**config.mk**
```make
export PLATFORM = sky130hd
export DESIGN_NAME = packbits_row_encoder
export DESIGN_NICKNAME = d
export VERILOG_FILES = /design/src/rtl/core/prle_pkg.sv /design/src/rtl/core/prle_front.sv /design/src/rtl/core/prle_queue.sv /design/src/rtl/core/prle_back.sv /design/src/rtl/core/prle_packer.sv /design/src/rtl/core/packbits_row_encoder.sv
export SDC_FILE = /design/constraint.sdc
export NUM_CORES = 2
export LEC_CHECK = 0
export BUFFER_PORTS_ARGS = -buffer_cell sky130_fd_sc_hd__buf_2
export CORE_UTILIZATION = 26
export DETAILED_ROUTE_END_ITERATION = 6
export PLACE_DENSITY = 0.5
export SLEW_MARGIN = 20
export SYNTH_ARGS = -nofsm -noshare
export SYNTH_HDL_FRONTEND = slang
export SYNTH_SLANG_ARGS = --single-unit
```
**constraint.sdc**
```tcl
create_clock -name clk -period 9.4 [get_ports clk]
set_clock_uncertainty 0.05 [all_clocks]
set_input_delay 1.88 -clock clk [delete_from_list [all_inputs] [get_ports clk]]
set_output_delay 1.88 -clock clk [all_outputs]
set_load 0.03 [all_outputs]
```
**src/rtl/core/prle_pkg.sv**
```systemverilog
// shared types and constants for the packbits row encoder
`default_nettype none

package prle_pkg;

  localparam int DEF_MAX_SEGMENT = 128;
  localparam int BYTES_PER_WORD  = 4;
  localparam int WORD_W          = 8 * BYTES_PER_WORD;
  localparam int ACC_W           = $clog2(BYTES_PER_WORD);
  localparam int BCNT_W          = 3;
  localparam int LEN_W           = 16;
  localparam int QUEUE_DEPTH     = 4;

  localparam int IN_TDATA_W      = 8;
  localparam int OUT_CNT_LSB     = WORD_W;
  localparam int OUT_LEN_LSB     = OUT_CNT_LSB + BCNT_W;
  localparam int OUT_USED_W      = OUT_LEN_LSB + LEN_W;
  localparam int OUT_TDATA_W     = 8 * ((OUT_USED_W + 7) / 8);

  typedef enum logic [1:0] {
    OP_NONE,
    OP_RUN,
    OP_LIT,
    OP_FLUSH
  } op_kind_t;

  typedef struct packed {
    op_kind_t    kind;
    logic [7:0]  data;
    logic [7:0]  ctrl;
    logic        flush;
  } op_t;

  typedef struct packed {
    op_t  op0;
    op_t  op1;
    logic row_end;
  } cmd_t;

  typedef struct packed {
    logic [7:0] data;
    logic       fin;
    logic       row_end;
  } byte_t;

  typedef enum logic [2:0] {
    BK_IDLE,
    BK_DISP,
    BK_RUN_CTRL,
    BK_RUN_DATA,
    BK_LIT_HDR,
    BK_LIT_BODY
  } bk_state_t;

endpackage

`default_nettype wire

```
**src/rtl/core/prle_front.sv**
```systemverilog
// front end: tracks runs and literals, turns each item into encode commands
`default_nettype none

module prle_front
  import prle_pkg::*;
#(
  parameter int MAX_SEGMENT = DEF_MAX_SEGMENT
) (
  input  wire logic       clk,
  input  wire logic       rst_n,
  input  wire logic       in_valid,
  output logic            in_ready,
  input  wire logic [7:0] data_byte,
  input  wire logic       row_end,
  input  wire logic       q_full,
  output logic            q_push,
  output cmd_t            q_cmd
);

  localparam int CW = $clog2(MAX_SEGMENT + 1);

  logic [7:0]    held_byte_r, held_byte_nxt;
  logic          held_valid_r, held_valid_nxt;
  logic [CW-1:0] run_len_r, run_len_nxt;
  logic [CW-1:0] lit_cnt_r, lit_cnt_nxt;
  logic          accept;
  logic          lit_cap;
  cmd_t          cmd;

  assign in_ready = !q_full;
  assign accept   = in_valid && in_ready;
  assign lit_cap  = (lit_cnt_r == CW'(MAX_SEGMENT - 1));

  always_comb begin
    held_byte_nxt  = held_byte_r;
    held_valid_nxt = held_valid_r;
    run_len_nxt    = run_len_r;
    lit_cnt_nxt    = lit_cnt_r;
    cmd            = '0;
    cmd.op0.kind   = OP_NONE;
    cmd.op1.kind   = OP_NONE;
    cmd.row_end    = row_end;

    if (!held_valid_r) begin
      held_byte_nxt  = data_byte;
      run_len_nxt    = CW'(1);
      held_valid_nxt = 1'b1;
      if (row_end) begin
        cmd.op0.kind  = OP_LIT;
        cmd.op0.data  = data_byte;
        cmd.op0.flush = 1'b1;
      end
    end else if (run_len_r >= CW'(2)) begin
      if (data_byte == held_byte_r && run_len_r < CW'(MAX_SEGMENT)) begin
        run_len_nxt = run_len_r + 1'b1;
        if (row_end) begin
          cmd.op0.kind = OP_RUN;
          cmd.op0.data = held_byte_r;
          cmd.op0.ctrl = 8'(8'd0 - 8'(run_len_r));
        end
      end else begin
        cmd.op0.kind  = OP_RUN;
        cmd.op0.data  = held_byte_r;
        cmd.op0.ctrl  = 8'(8'd1 - 8'(run_len_r));
        held_byte_nxt = data_byte;
        run_len_nxt   = CW'(1);
        if (row_end) begin
          cmd.op1.kind  = OP_LIT;
          cmd.op1.data  = data_byte;
          cmd.op1.flush = 1'b1;
        end
      end
    end else begin
      if (data_byte == held_byte_r) begin
        if (lit_cnt_r != '0) begin
          cmd.op0.kind = OP_FLUSH;
        end
        lit_cnt_nxt = '0;
        run_len_nxt = CW'(2);
        if (row_end) begin
          cmd.op1.kind = OP_RUN;
          cmd.op1.data = data_byte;
          cmd.op1.ctrl = 8'hff;
        end
      end else begin
        cmd.op0.kind  = OP_LIT;
        cmd.op0.data  = held_byte_r;
        cmd.op0.flush = lit_cap;
        lit_cnt_nxt   = lit_cap ? '0 : lit_cnt_r + 1'b1;
        held_byte_nxt = data_byte;
        run_len_nxt   = CW'(1);
        if (row_end) begin
          cmd.op1.kind  = OP_LIT;
          cmd.op1.data  = data_byte;
          cmd.op1.flush = 1'b1;
        end
      end
    end

    if (row_end) begin
      held_valid_nxt = 1'b0;
      run_len_nxt    = '0;
      held_byte_nxt  = '0;
      lit_cnt_nxt    = '0;
    end
  end

  assign q_cmd  = cmd;
  assign q_push = accept && (cmd.op0.kind != OP_NONE || cmd.op1.kind != OP_NONE);

  always_ff @(posedge clk) begin
    if (!rst_n) begin
      held_byte_r  <= '0;
      held_valid_r <= 1'b0;
      run_len_r    <= '0;
      lit_cnt_r    <= '0;
    end else if (accept) begin
      held_byte_r  <= held_byte_nxt;
      held_valid_r <= held_valid_nxt;
      run_len_r    <= run_len_nxt;
      lit_cnt_r    <= lit_cnt_nxt;
    end
  end

endmodule

`default_nettype wire

```
**src/rtl/core/prle_queue.sv**
```systemverilog
// command queue between front and back end
`default_nettype none

module prle_queue
  import prle_pkg::*;
(
  input  wire logic clk,
  input  wire logic rst_n,
  input  wire logic push,
  input  wire cmd_t push_cmd,
  input  wire logic pop,
  output cmd_t      head,
  output logic      full,
  output logic      empty
);

  localparam int QW = $clog2(QUEUE_DEPTH);

  cmd_t          slot_r [QUEUE_DEPTH];
  logic [QW-1:0] wr_ptr_r, rd_ptr_r;
  logic [QW:0]   count_r;

  assign full  = (count_r == (QW + 1)'(QUEUE_DEPTH));
  assign empty = (count_r == '0);
  assign head  = slot_r[rd_ptr_r];

  always_ff @(posedge clk) begin
    if (push) begin
      slot_r[wr_ptr_r] <= push_cmd;
    end
  end

  always_ff @(posedge clk) begin
    if (!rst_n) begin
      wr_ptr_r <= '0;
      rd_ptr_r <= '0;
      count_r  <= '0;
    end else begin
      if (push) begin
        wr_ptr_r <= wr_ptr_r + 1'b1;
      end
      if (pop) begin
        rd_ptr_r <= rd_ptr_r + 1'b1;
      end
      case ({push, pop})
        2'b10:   count_r <= count_r + 1'b1;
        2'b01:   count_r <= count_r - 1'b1;
        default: count_r <= count_r;
      endcase
    end
  end

endmodule

`default_nettype wire

```
**src/rtl/core/prle_back.sv**
```systemverilog
// back end: runs commands, holds the literal buffer, emits code bytes
`default_nettype none

module prle_back
  import prle_pkg::*;
#(
  parameter int MAX_SEGMENT = DEF_MAX_SEGMENT
) (
  input  wire logic clk,
  input  wire logic rst_n,
  input  wire cmd_t q_head,
  input  wire logic q_empty,
  output logic      q_pop,
  output logic      byte_valid,
  output byte_t     byte_out,
  input  wire logic byte_ready
);

  localparam int CW = $clog2(MAX_SEGMENT + 1);
  localparam int AW = $clog2(MAX_SEGMENT);

  bk_state_t     state_r, state_nxt;
  cmd_t          entry_r, entry_nxt;
  logic          slot_r, slot_nxt;
  logic [CW-1:0] lit_cnt_r, lit_cnt_nxt;
  logic [AW-1:0] len_r, len_nxt;
  logic [AW-1:0] idx_r, idx_nxt;
  logic [7:0]    lit_mem [MAX_SEGMENT];
  logic [7:0]    rd_data_r;
  logic [AW-1:0] rd_addr;
  logic          wr_en;
  op_t           cur_op;
  logic          more;
  logic          op_done;
  logic          byte_acc;

  assign cur_op   = slot_r ? entry_r.op1 : entry_r.op0;
  assign more     = !slot_r && entry_r.op1.kind != OP_NONE;
  assign byte_acc = byte_valid && byte_ready;

  // next state
  always_comb begin
    state_nxt = state_r;
    if (op_done) begin
      state_nxt = more ? BK_DISP : BK_IDLE;
    end else begin
      case (state_r)
        BK_IDLE: begin
          if (!q_empty) state_nxt = BK_DISP;
        end
        BK_DISP: begin
          case (cur_op.kind)
            OP_RUN:   state_nxt = BK_RUN_CTRL;
            OP_LIT:   state_nxt = BK_LIT_HDR;
            OP_FLUSH: state_nxt = BK_LIT_HDR;
            default:  state_nxt = BK_IDLE;
          endcase
        end
        BK_RUN_CTRL: begin
          if (byte_acc) state_nxt = BK_RUN_DATA;
        end
        BK_LIT_HDR: begin
          if (byte_acc) state_nxt = BK_LIT_BODY;
        end
        default: state_nxt = state_r;
      endcase
    end
  end

  // outputs and datapath
  always_comb begin
    q_pop       = 1'b0;
    entry_nxt   = entry_r;
    slot_nxt    = slot_r;
    lit_cnt_nxt = lit_cnt_r;
    len_nxt     = len_r;
    idx_nxt     = idx_r;
    wr_en       = 1'b0;
    rd_addr     = '0;
    op_done     = 1'b0;
    byte_valid  = 1'b0;
    byte_out    = '0;
    byte_out.row_end = entry_r.row_end;

    case (state_r)
      BK_IDLE: begin
        q_pop    = !q_empty;
        slot_nxt = 1'b0;
        if (!q_empty) entry_nxt = q_head;
      end
      BK_DISP: begin
        case (cur_op.kind)
          OP_RUN: begin
          end
          OP_LIT: begin
            wr_en = 1'b1;
            if (cur_op.flush) begin
              len_nxt     = lit_cnt_r[AW-1:0];
              lit_cnt_nxt = '0;
            end else begin
              lit_cnt_nxt = lit_cnt_r + 1'b1;
              op_done     = 1'b1;
            end
          end
          OP_FLUSH: begin
            len_nxt     = AW'(lit_cnt_r - 1'b1);
            lit_cnt_nxt = '0;
          end
          default: op_done = 1'b1;
        endcase
      end
      BK_RUN_CTRL: begin
        byte_valid    = 1'b1;
        byte_out.data = cur_op.ctrl;
      end
      BK_RUN_DATA: begin
        byte_valid    = 1'b1;
        byte_out.data = cur_op.data;
        byte_out.fin  = !more;
        op_done       = byte_acc;
      end
      BK_LIT_HDR: begin
        byte_valid    = 1'b1;
        byte_out.data = 8'(len_r);
        if (byte_acc) idx_nxt = '0;
      end
      BK_LIT_BODY: begin
        byte_valid    = 1'b1;
        byte_out.data = rd_data_r;
        byte_out.fin  = !more && idx_r == len_r;
        rd_addr       = idx_r;
        if (byte_acc) begin
          rd_addr = AW'(idx_r + 1'b1);
          if (idx_r == len_r) begin
            op_done = 1'b1;
          end else begin
            idx_nxt = idx_r + 1'b1;
          end
        end
      end
      default: begin
      end
    endcase

    if (op_done && more) slot_nxt = 1'b1;
  end

  always_ff @(posedge clk) begin
    if (wr_en) begin
      lit_mem[lit_cnt_r[AW-1:0]] <= cur_op.data;
    end
    rd_data_r <= lit_mem[rd_addr];
  end

  always_ff @(posedge clk) begin
    entry_r <= entry_nxt;
    len_r   <= len_nxt;
    idx_r   <= idx_nxt;
  end

  always_ff @(posedge clk) begin
    if (!rst_n) begin
      state_r   <= BK_IDLE;
      slot_r    <= 1'b0;
      lit_cnt_r <= '0;
    end else begin
      state_r   <= state_nxt;
      slot_r    <= slot_nxt;
      lit_cnt_r <= lit_cnt_nxt;
    end
  end

endmodule

`default_nettype wire

```
**src/rtl/core/prle_packer.sv**
```systemverilog
// packs code bytes into output words and keeps the line length
`default_nettype none

module prle_packer
  import prle_pkg::*;
(
  input  wire logic              clk,
  input  wire logic              rst_n,
  input  wire logic              byte_valid,
  input  wire byte_t             byte_in,
  output logic                   byte_ready,
  output logic                   out_valid,
  input  wire logic              out_ready,
  output logic [WORD_W-1:0]      out_word,
  output logic [BCNT_W-1:0]      byte_count,
  output logic                   row_done,
  output logic [LEN_W-1:0]       row_length,
  output logic                   last
);

  logic [WORD_W-1:0] acc_word_r;
  logic [ACC_W-1:0]  acc_cnt_r;
  logic [LEN_W-1:0]  row_total_r;
  logic              out_valid_r;
  logic [WORD_W-1:0] out_word_r;
  logic [BCNT_W-1:0] out_cnt_r;
  logic              row_done_r;
  logic [LEN_W-1:0]  row_length_r;
  logic              last_r;

  logic              closes;
  logic              can_close;
  logic              byte_acc;
  logic              row_close;
  logic [ACC_W-1:0]  lane_sel;
  logic [WORD_W-1:0] lane;
  logic [LEN_W-1:0]  total_inc;

  assign closes     = byte_in.fin || acc_cnt_r == ACC_W'(BYTES_PER_WORD - 1);
  assign can_close  = !out_valid_r || out_ready;
  assign byte_ready = !closes || can_close;
  assign byte_acc   = byte_valid && byte_ready;
  assign row_close  = byte_in.fin && byte_in.row_end;
  assign lane_sel   = ACC_W'(BYTES_PER_WORD - 1) - acc_cnt_r;
  assign lane       = WORD_W'(byte_in.data) << {lane_sel, 3'b000};
  assign total_inc  = row_total_r + 1'b1;

  always_ff @(posedge clk) begin
    if (byte_acc && closes) begin
      out_word_r   <= acc_word_r | lane;
      out_cnt_r    <= BCNT_W'(acc_cnt_r) + 1'b1;
      row_done_r   <= row_close;
      row_length_r <= row_close ? total_inc : '0;
      last_r       <= byte_in.fin;
    end
  end

  always_ff @(posedge clk) begin
    if (!rst_n) begin
      acc_word_r  <= '0;
      acc_cnt_r   <= '0;
      row_total_r <= '0;
      out_valid_r <= 1'b0;
    end else begin
      if (byte_acc) begin
        acc_word_r  <= closes ? '0 : (acc_word_r | lane);
        acc_cnt_r   <= closes ? '0 : acc_cnt_r + 1'b1;
        row_total_r <= row_close ? '0 : total_inc;
      end
      if (byte_acc && closes) begin
        out_valid_r <= 1'b1;
      end else if (out_ready) begin
        out_valid_r <= 1'b0;
      end
    end
  end

  assign out_valid  = out_valid_r;
  assign out_word   = out_word_r;
  assign byte_count = out_cnt_r;
  assign row_done   = row_done_r;
  assign row_length = row_length_r;
  assign last       = last_r;

endmodule

`default_nettype wire

```
**src/rtl/core/packbits_row_encoder.sv**
```systemverilog
// top level of the packbits row encoder
//
// channel | dir | tdata (low bit up)                                  | tlast    | tuser
// in_     | in  | data_byte[7:0]                                      | row_end  | -
// out_    | out | out_word[31:0] byte_count[34:32] row_length[50:35]  | row_done | last
//
// a byte is taken each cycle while the command queue has room
// back end: pops a command, dispatches each op, then sends its code bytes
// (a control and a data byte for a run, a header and n bytes for a literal of n bytes)
// words leave through an output register; a full word or final byte needs it free
// reset is synchronous; the literal buffer is not cleared
// input stalls only on a full queue, back end stalls only on out_tready
`default_nettype none

module packbits_row_encoder
  import prle_pkg::*;
#(
  parameter int MAX_SEGMENT = DEF_MAX_SEGMENT
) (
  input  wire logic                   clk,
  input  wire logic                   rst_n,
  input  wire logic                   in_tvalid,
  output logic                        in_tready,
  input  wire logic [IN_TDATA_W-1:0]  in_tdata,   // data_byte
  input  wire logic                   in_tlast,
  output logic                        out_tvalid,
  input  wire logic                   out_tready,
  output logic [OUT_TDATA_W-1:0]      out_tdata,  // out_word, byte_count, row_length, zero pad
  output logic                        out_tlast,
  output logic                        out_tuser   // last
);

  logic              q_push;
  cmd_t              q_cmd;
  logic              q_pop;
  cmd_t              q_head;
  logic              q_full;
  logic              q_empty;
  logic              byte_valid;
  byte_t             byte_bus;
  logic              byte_ready;
  logic [WORD_W-1:0] out_word;
  logic [BCNT_W-1:0] byte_count;
  logic [LEN_W-1:0]  row_length;

  prle_front #(.MAX_SEGMENT(MAX_SEGMENT)) u_front (
    .clk       (clk),
    .rst_n     (rst_n),
    .in_valid  (in_tvalid),
    .in_ready  (in_tready),
    .data_byte (in_tdata[7:0]),
    .row_end   (in_tlast),
    .q_full    (q_full),
    .q_push    (q_push),
    .q_cmd     (q_cmd)
  );

  prle_queue u_queue (
    .clk      (clk),
    .rst_n    (rst_n),
    .push     (q_push),
    .push_cmd (q_cmd),
    .pop      (q_pop),
    .head     (q_head),
    .full     (q_full),
    .empty    (q_empty)
  );

  prle_back #(.MAX_SEGMENT(MAX_SEGMENT)) u_back (
    .clk        (clk),
    .rst_n      (rst_n),
    .q_head     (q_head),
    .q_empty    (q_empty),
    .q_pop      (q_pop),
    .byte_valid (byte_valid),
    .byte_out   (byte_bus),
    .byte_ready (byte_ready)
  );

  prle_packer u_packer (
    .clk        (clk),
    .rst_n      (rst_n),
    .byte_valid (byte_valid),
    .byte_in    (byte_bus),
    .byte_ready (byte_ready),
    .out_valid  (out_tvalid),
    .out_ready  (out_tready),
    .out_word   (out_word),
    .byte_count (byte_count),
    .row_done   (out_tlast),
    .row_length (row_length),
    .last       (out_tuser)
  );

  assign out_tdata = OUT_TDATA_W'({row_length, byte_count, out_word});

endmodule

`default_nettype wire

```
==> impl_results.md <==
* All-Layer GR Usage at a little over an eighth
* Ys flop type: edfxtp_1
* Worst flop-to-flop path startpoint: u_back.state_r[0]$_SDFFE_PN0P_
* Total negative slack at 0 ns
* Post-DR vias/cell at roughly 4.7
* Setup Viol. Count Final at 0
* Antenna violations before repair at 4
* Data arrival, critical path at approximately 6.5 ns
* Synth async-reset ratio at 0%
* Total core area at approximately 0.21 sq mm
* IO Pins at 73
* Placer Congestion at 0.836
* Max VDD drop at around 0.00021 V
* Total congestion overflow at 0
* Req. time, crit path at slightly above 10 ns
* Gate Count Post-Synth at 3798
* Status: finished, final reports clean
* Final routed DRC violation total at 0
* Synthesis Warnings at 0
* Multi-input gate area at 0.0146 sq mm
* CP max stage cell: o211ai_4
* RSZ-0062 raised after global routing: no
* Die Wd at ~460 um
* Largest net degree at the start of global routing at 83
* Fin crit share at between 60% and 70%
* Post-synth cell types at 82
* Via Count at approximately 32000
* Antenna Nets Post-Route at 0
* Max_slew headroom at between 20% and 30%
* Ant diodes at 0
* Fill count at approximately 21000
* Flop2flop setup slack at about 3.5 ns
* Max FO, Critical Path at 63
* Top delay family on crit path: compound AO/OA/AOI/OAI gates
* First-pass GRT wire length at approximately 210000 um
* Util after Layout at ~30%
* Clock root cell: clkbuf_16
* Crit Path Class: reg2reg
* Rows at 168
* CP Cell Sequence: nand3b_1, nor4_1, a211oi_1, o211ai_4, buf_12, buf_12, mux2i_1, mux2_2, a222oi_1, nand4b_1, o22ai_1, or3_1
* Top-area cell type share of the netlist area at 67.9%
* 1st-pass router iterations at 6
* H-Tree Depth at 4
* CTS buffer count at around 140
* Die ar. at about 0.21 sq mm
* Clock Sinks at between 1000 and 1500
* CP Launch Point: u_back.state_r[0]$_SDFFE_PN0P_
* WP buf/inv at 2
* Slew Viols, Final at 0
* Critical Path End Type: register
* Mean Syn Cell Area at 14.4 sq um
* Hold_buf cts at 0
* WL/cell at around 22 um
* Reg clk slew, reported paths at 0.06 ns
* Area Growth Syn to Fin at 14.8%
* Critical path's largest stage delay at slightly above 0.8 ns
* Slew @ Worst Pin at roughly 1.1 ns
* Final Hold Viols at 0
* Commonest cells in the netlist: 1241 x edfxtp_1, 524 x nand2_1, 376 x mux2i_1
* Register area at around 0.04 sq mm
* Top-count cell post-synth: edfxtp_1
* Leakage at 19.8 nW
* Synthesized area at between 0.05 and 0.06 sq mm
* Port Buffers at 67
* HP Start: u_packer.acc_word_r[13]$_SDFFE_PN0N_
* Cell taking the most area after synthesis: edfxtp_1
* Final WL at around 150000 um
* Starting Density at 26.2%
* Clk_lat worst skew at 0.80 ns
* Register area share after synthesis at just over 70%
* Post-cts sizing count at 0
* Fin crit period at ~6 ns
* Clock buffer depth at 3
* Worst min path class: reg2reg
* Pwr dens at 237 mW/mm^2
* Synth Register Bits at approximately 1300
* Synth area leaders: edfxtp_1 68%, mux2i_1 6.9%, dfxtp_1 3.7%
* TritonCTS clock tree: done
* Postcts setup bufs at 0
* Detailed placer's ending HPWL at approximately 90000 um
* Critical Path Most Common Cell: buf_12
* Post-synth EDFFs at between 1000 and 1500
* Initial DRC Count at 2642
* Vias in the first global route at roughly 31000
* MaxCap Viol Count at 0
* Fin nets at approximately 3900
* Die Y at 461 um
* Layout cell share with drive strength beyond 1 at 11.5%
* Peak Freq at around 170 MHz
* Worst Setup Start Kind: register
## layout by cell type, fill, tap and decap left out, types with 17 or more instances in the layout
cell | Yosys | final
a21o_1 | 33 | 33
a21oi_1 | 74 | 74
a222oi_1 | 20 | 20
a22oi_1 | 33 | 33
a31oi_1 | 48 | 48
and2_1 | 39 | 38
and3_1 | 55 | 55
buf_2 | 54 | 67
buf_4 | 11 | 57
clkbuf_1 | 121 | 39
clkbuf_16 | 0 | 146
clkinv_1 | 0 | 30
clkinv_2 | 0 | 22
dfxtp_1 | 102 | 101
edfxtp_1 | 1241 | 1241
ha_1 | 17 | 17
inv_1 | 30 | 30
mux2_2 | 63 | 55
mux2i_1 | 376 | 376
mux4_2 | 30 | 30
nand2_1 | 524 | 518
nand3_1 | 198 | 198
nand4_1 | 31 | 31
nor2_1 | 255 | 249
nor2b_1 | 35 | 34
nor3_1 | 22 | 21
o21ai_0 | 50 | 50
o22ai_1 | 41 | 40
xnor2_1 | 33 | 33
xor2_1 | 24 | 24
## final cells by class
type	count	area share, %
repair buffers	129	1.37
multi-input cells	2209	23.1
clock inverters	78	1.24
well taps	2805	5.57
inverters	30	0.179
clock buffers	189	6.12
flip-flops and latches	1343	62.4
## path summary, 6_finish.rpt
check,end,depth (start not counted)
min,u_packer.acc_word_r[13]$_SDFFE_PN0N_,2
max reg2reg,u_back.rd_data_r[0]$_DFF_P_,12
max,u_back.rd_data_r[0]$_DFF_P_,12
min reg2reg,u_packer.acc_word_r[13]$_SDFFE_PN0N_,2
## power breakdown
part | internal, mW | switching [mW]
sequential | 7.39 | 0.101
combinational | 0.392 | 1.47
clock | 3.17 | 2.42
total | 11.0 | 3.99
## cell families after synthesis
kind of cell    synth area share (%)
other cells                  0.00683
fa+ha+maj                      0.424
mux                             9.49
compound gates                  5.42
flops                           71.6
xor+xnor                       0.910
simple gates                    10.1
buf+inv                         2.06
## per-layer routing
layer | wire, um | part of all wire [%] | vias up | track usage, %
met5 | 0 | 0 | - | 0
met4 | 2950 | 2.0 | 0 | 3.52
met3 | 8090 | 5.5 | 194 | 2.12
met2 | 69100 | 47 | 907 | 21.8
met1 | 65700 | 45 | 16064 | 18.8
li1 | - | - | 14481 | -
## flip-flops by register name, indices dropped and copies added (netlist names), 2 cells and up
| name | count |
|---|---|
| u_back.lit_mem | 1024 |
| u_packer.row_total_r | 16 |
| u_front.run_len_r | 8 |
| u_packer.acc_cnt_r | 2 |
| u_back.lit_cnt_r | 7 |
| u_queue.wr_ptr_r | 2 |
| u_back.idx_r | 7 |
| u_front.lit_cnt_r | 8 |
| u_queue.rd_ptr_r | 2 |
| u_queue.slot_r | 120 |
| u_packer.row_length | 16 |
| u_packer.byte_count | 3 |
| u_packer.acc_word_r | 32 |
| u_back.len_r | 7 |
| u_queue.count_r | 3 |
| u_back.entry_r | 29 |
| u_back.rd_data_r | 8 |
| u_packer.out_word | 32 |
| u_back.state_r | 3 |
| u_front.held_byte_r | 8 |
## metrics by stage
step                cell area (sq um)  power [mW]  std cells  hold WS (ns)  setup slack (ns)
CTS                             63000        15.1       6783         0.423              3.55
global route                    63000        15.4       6783         0.437              3.25
global placement                58400        9.49       6516         0.401              2.84
detailed placement              58400        9.52       6516         0.409              2.83
finish                          63000        14.9       6783         0.419              3.53
floorplan                       54900        8.62       3802         0.389              3.87
## worst min-delay path, stage by stage, from the launching register on
cell     delay (ns)
dfxtp_1        0.32
a21oi_1        0.04
nor2_1         0.07
Power figures use the tool's default switching activity.
